<file path="src/design/hlmdu_pkg.sv">
// Package with operation codes, lane count and helper types for the HI/LO multiply/divide unit.
package hlmdu_pkg;

  typedef enum logic [3:0] {
    OP_MULT    = 4'd0,
    OP_MULTU   = 4'd1,
    OP_DIV     = 4'd2,
    OP_DIVU    = 4'd3,
    OP_PMULTH  = 4'd4,
    OP_PMULTW  = 4'd5,
    OP_PMULTUW = 4'd6,
    OP_PDIVW   = 4'd7,
    OP_PDIVUW  = 4'd8,
    OP_PDIVBW  = 4'd9
  } op_t;

  typedef enum logic [1:0] {
    ST_IDLE,
    ST_MUL,
    ST_DIV,
    ST_DONE
  } state_t;

  localparam int unsigned NUM_LANES   = 4;
  localparam int unsigned DIV_STEPS   = 32;
  localparam logic [31:0] WORD_NEG_LIMIT = 32'h8000_0000;

  // Per-lane divide request.
  typedef struct packed {
    logic        start;
    logic        sgn;
    logic [31:0] dividend;
    logic [31:0] divisor;
  } div_req_t;

  typedef struct packed {
    logic        done;
    logic        zero;
    logic [31:0] quot;
    logic [31:0] rem;
  } div_rsp_t;

  function automatic logic [63:0] sext32(input logic [31:0] v);
    sext32 = {{32{v[31]}}, v};
  endfunction

endpackage

</file>
<file path="src/design/hlmdu_div_lane.sv">
// One iterative restoring divider lane, one quotient bit per cycle.
module hlmdu_div_lane (
  input  logic              clk,
  input  logic              rst_n,
  input  hlmdu_pkg::div_req_t req,
  output hlmdu_pkg::div_rsp_t rsp
);

  logic [5:0]  cnt_r, cnt_nxt;
  logic        busy_r, busy_nxt;
  logic        done_r, done_nxt;
  logic [31:0] a_r, a_nxt;      // shifts in dividend, collects quotient
  logic [31:0] b_r, b_nxt;
  logic [32:0] rem_r, rem_nxt;
  logic        nq_r, nq_nxt, nr_r, nr_nxt, zero_r, zero_nxt;
  logic [32:0] trial;
  logic [32:0] shifted;

  always_comb begin
    cnt_nxt  = cnt_r;
    busy_nxt = busy_r;
    done_nxt = 1'b0;
    a_nxt    = a_r;
    b_nxt    = b_r;
    rem_nxt  = rem_r;
    nq_nxt   = nq_r;
    nr_nxt   = nr_r;
    zero_nxt = zero_r;
    shifted  = {rem_r[31:0], a_r[31]};
    trial    = shifted - {1'b0, b_r};
    if (req.start) begin
      nr_nxt   = req.sgn && req.dividend[31];
      nq_nxt   = req.sgn && (req.dividend[31] != req.divisor[31]);
      a_nxt    = (req.sgn && req.dividend[31]) ? 32'd0 - req.dividend : req.dividend;
      b_nxt    = (req.sgn && req.divisor[31]) ? 32'd0 - req.divisor : req.divisor;
      zero_nxt = (req.divisor == 32'd0);
      rem_nxt  = 33'd0;
      cnt_nxt  = 6'd0;
      busy_nxt = 1'b1;
    end else if (busy_r) begin
      if (!trial[32]) begin
        rem_nxt = trial;
        a_nxt   = {a_r[30:0], 1'b1};
      end else begin
        rem_nxt = shifted;
        a_nxt   = {a_r[30:0], 1'b0};
      end
      cnt_nxt = cnt_r + 6'd1;
      if (cnt_r == 6'(hlmdu_pkg::DIV_STEPS - 1)) begin
        busy_nxt = 1'b0;
        done_nxt = 1'b1;
      end
    end
  end

  always_ff @(posedge clk) begin
    if (!rst_n) begin
      busy_r <= 1'b0;
      done_r <= 1'b0;
      cnt_r  <= 6'd0;
    end else begin
      busy_r <= busy_nxt;
      done_r <= done_nxt;
      cnt_r  <= cnt_nxt;
    end
    a_r    <= a_nxt;
    b_r    <= b_nxt;
    rem_r  <= rem_nxt;
    nq_r   <= nq_nxt;
    nr_r   <= nr_nxt;
    zero_r <= zero_nxt;
  end

  // Unsigned magnitudes wrap correctly for minimum over minus one.
  assign rsp.done = done_r;
  assign rsp.zero = zero_r;
  assign rsp.quot = nq_r ? 32'd0 - a_r : a_r;
  assign rsp.rem  = nr_r ? 32'd0 - rem_r[31:0] : rem_r[31:0];

endmodule

</file>
<file path="config.mk">
export PLATFORM = sky130hd
export DESIGN_NAME = hlmdu_div_lane
export DESIGN_NICKNAME = d
export VERILOG_FILES = /design/src/design/hlmdu_pkg.sv /design/src/design/hlmdu_div_lane.sv
export SDC_FILE = /design/constraint.sdc
export NUM_CORES = 1
export LEC_CHECK = 0
export BUFFER_PORTS_ARGS = -buffer_cell sky130_fd_sc_hd__clkbuf_2
export CORE_UTILIZATION = 50
export DETAILED_ROUTE_END_ITERATION = 8
export PLACE_DENSITY = 0.78
export SYNTH_ARGS = -nofsm -noshare
export SYNTH_HDL_FRONTEND = slang
export SYNTH_SLANG_ARGS = --single-unit
</file>
<file path="constraint.sdc">
create_clock -name clk -period 3.5 [get_ports clk]
set_input_delay 0.175 -clock clk [delete_from_list [all_inputs] [get_ports clk]]
set_output_delay 0.175 -clock clk [all_outputs]
set_load 0.005 [all_outputs]
</file>
==> out/summary.txt <==
Status = completed
Post-layout util = 59.2%
Router iterations before antenna repair = 7
Setup TNS = 0 ps
Residual DRC count = 0
Vias in the first global route = 6925
Max Freq = 294 MHz
Post-synth EDFFs = 67
Root buffer cell = clkbuf_16
Port bufs = 133
Wire length of the first global-routing pass = 34.0 mm
Syn avg cell area = 8.36 µm²
Max Cap Viol = 0
Post-layout min period = 3400 ps
Post-synth cell types = 62
# diodes = 0
Critical Path Sink Type = output pin
# rows = 47
RSZ-0062 raised after global routing = no
Leak = 4.05 nW
H-tree depth = 3
Critical Path RT = 3320 ps
Top_reg_cell synth = edfxtp_1
Mapped Nets = 1119
CTS tree = built
WL met1 = 10.2 mm
Gpl congestion = 0.937
Die Ht = 132 µm
Most frequent cell after synthesis = nor2_1
I/O pins = 134
Clock Path Buffers = 2
Worst-Margin Slew = 1010 ps
GRT Residual Overflow = 0
Final setup viols = 0
Final WL = 20.8 mm
Fin. Hold Viols = 0
Power per cell area = 414 nW/µm²
Clk slew on worst S/H paths = 80 ps
Slowest-stage cell, CP = or4_4
Iter 0 DRT Violations = 649
Final instance area = 9820 µm²
Die area = 17500 µm²
CP max FO = 5
Post-synthesis sequential area ratio = 33.2%
Share of post-route cells with drive strength above 1 = 17.7%
CTS Buf Count = 9
Reg2Reg Depth = 11
Antenna violations before repair = 0
Met2 WL = 8.82 mm
Antenna viol nets, final = 0
P&R area growth vs syn = 15.9%
Core area = 16600 µm²
Fin Hold WS = 44.8 ps
Vias = 7681
Largest stage delay, worst path = 530 ps
Setup Fix Bufs, Post-CTS = 0
Top cells by count, synth = nor2_1 (113), a21oi_1 (103), xnor2_1 (100)
Synth area leaders = edfxtp_1 (24%), xnor2_1 (10%), dfxtp_1 (9.5%)
Number of synthesized register bits = 107
Yosys top cell by area = edfxtp_1
Clk sinks = 107
Die width = 132 µm
Clk_lat worst skew = 360 ps
Max Used Layer = met4
GRT Overall Usage = 24.0%
Synth top area share = 23.8%
Relative slew margins = 32.8%
Initial core utilization = 51.1%
Worst vdd rail ir drop = 0.000246 V
Placed cell areas = 9470 µm²
Max Slew Vio Count = 0
Nets = 1251
Yosys warnings = 0
WS Path Type = flip-flop to output pin
Cells after synthesis = 1013
Largest net degree at the start of global routing = 84
WL/cell = 15.2 µm
Post-synthesis cell area = 8470 µm²
Crit share post-route = 97.1%
CP cell instances = or4_4, or4_1, or2_1, or3_4, inv_2, nand2_4, o41ai_4, xnor2_1, clkbuf_2
Met3 routed wirelength = 1.48 mm
Worst Hold Class = primary input to flip-flop
Hold Crit Depth = 2
Crit path DAT = 3220 ps
Clk_skew = 16.3 ps
Worst Setup Start Kind = flip-flop
Fraction of registers with async set/reset = 0%
Hpwl dp = 15.9 mm
Vias/cell = 5.61
==> metrics by stage <==
step,setup slack (ps),power (mW),cells
after floorplan,656,2.50,1013
after global placement,391,2.95,1354
after detailed placement,224,2.96,1354
after CTS,69.9,4.05,1369
after global routing,8.68,4.28,1369
final,100,4.07,1369
==> logic make-up (layout without fill, tap and decap cells) <==
kind of cell | after synthesis | count (layout) | share of synthesized area [%]
XOR/XNOR | 151 | 151 | 15.6
AO/OA/AOI/OAI | 279 | 279 | 20.7
AND/OR/NAND/NOR | 318 | 318 | 18.3
multiplexers | 11 | 11 | 1.33
flip-flops | 107 | 107 | 33.2
adder cells (fa/ha/maj) | 38 | 38 | 5.70
buffers and inverters | 109 | 245 | 5.14
==> area by class of cell <==
cell class,count,area [µm²]
fillers,1470,6760
multi-input cells,797,5250
flip-flops and latches,107,2810
repair buffers,167,923
clock buffers,12,279
well taps,220,275
inverters,63,236
clock inverters,3,43.8
==> sequential cells by signal, indices dropped and copies added, names as in the netlist <==
signal  flops
a_r        32
b_r        32
rem_r      32
cnt_r       6
busy_r      1
done_r      1
nq_r        1
nr_r        1
zero_r      1
==> worst paths after layout <==
| kind | end | from | slack (ps) |
|---|---|---|---|
| max | rsp[61] | a_r[11] | 100 |
| min | busy_r | rst_n | 40 |
| max reg2reg | rem_r[29] | rem_r[9] | 260 |
| min reg2reg | cnt_r[5] | cnt_r[5] | 490 |
==> routing by layer <==
metal	up-vias	GRT usage, %
met5	-	0
li1	3895	-
met4	0	7.62
met1	3514	35.6
met2	244	35.4
met3	28	3.61
==> where the power goes <==
group | internal [mW] | leakage (nW) | total [mW] | switching, mW
clock network | 0.639 | 0.159 | 1.10 | 0.463
logic | 0.602 | 2.91 | 1.36 | 0.754
registers | 1.48 | 0.985 | 1.61 | 0.130
==> cell usage in the layout (no fill, tap or decap), types with 24 or more instances in the layout <==
cell and instances:
a211oi_1 24, a21oi_1 103, buf_4 35, clkbuf_2 132
dfxtp_1 39, edfxtp_1 67, ha_1 37, inv_1 62
nand2_1 86, nor2_1 113, o21ai_0 60, o31ai_1 26
xnor2_1 100, xor2_1 51
==> worst max-delay path: cells and delay by family (launching register included) <==
kind | cells | cell delay (ps)
and+or+nand+nor | 5 | 1690
DFF | 1 | 480
AOI/OAI and AO/OA | 1 | 260
buffers and inverters | 2 | 250
xor gates and xnor gates | 1 | 190
==> repair_timing <==
action	in CTS	in global routing
setup endpoints to repair	0	30
hold buffers	0	0
gates resized for setup	0	5
Note: power is estimated with default switching activity, not from simulation.
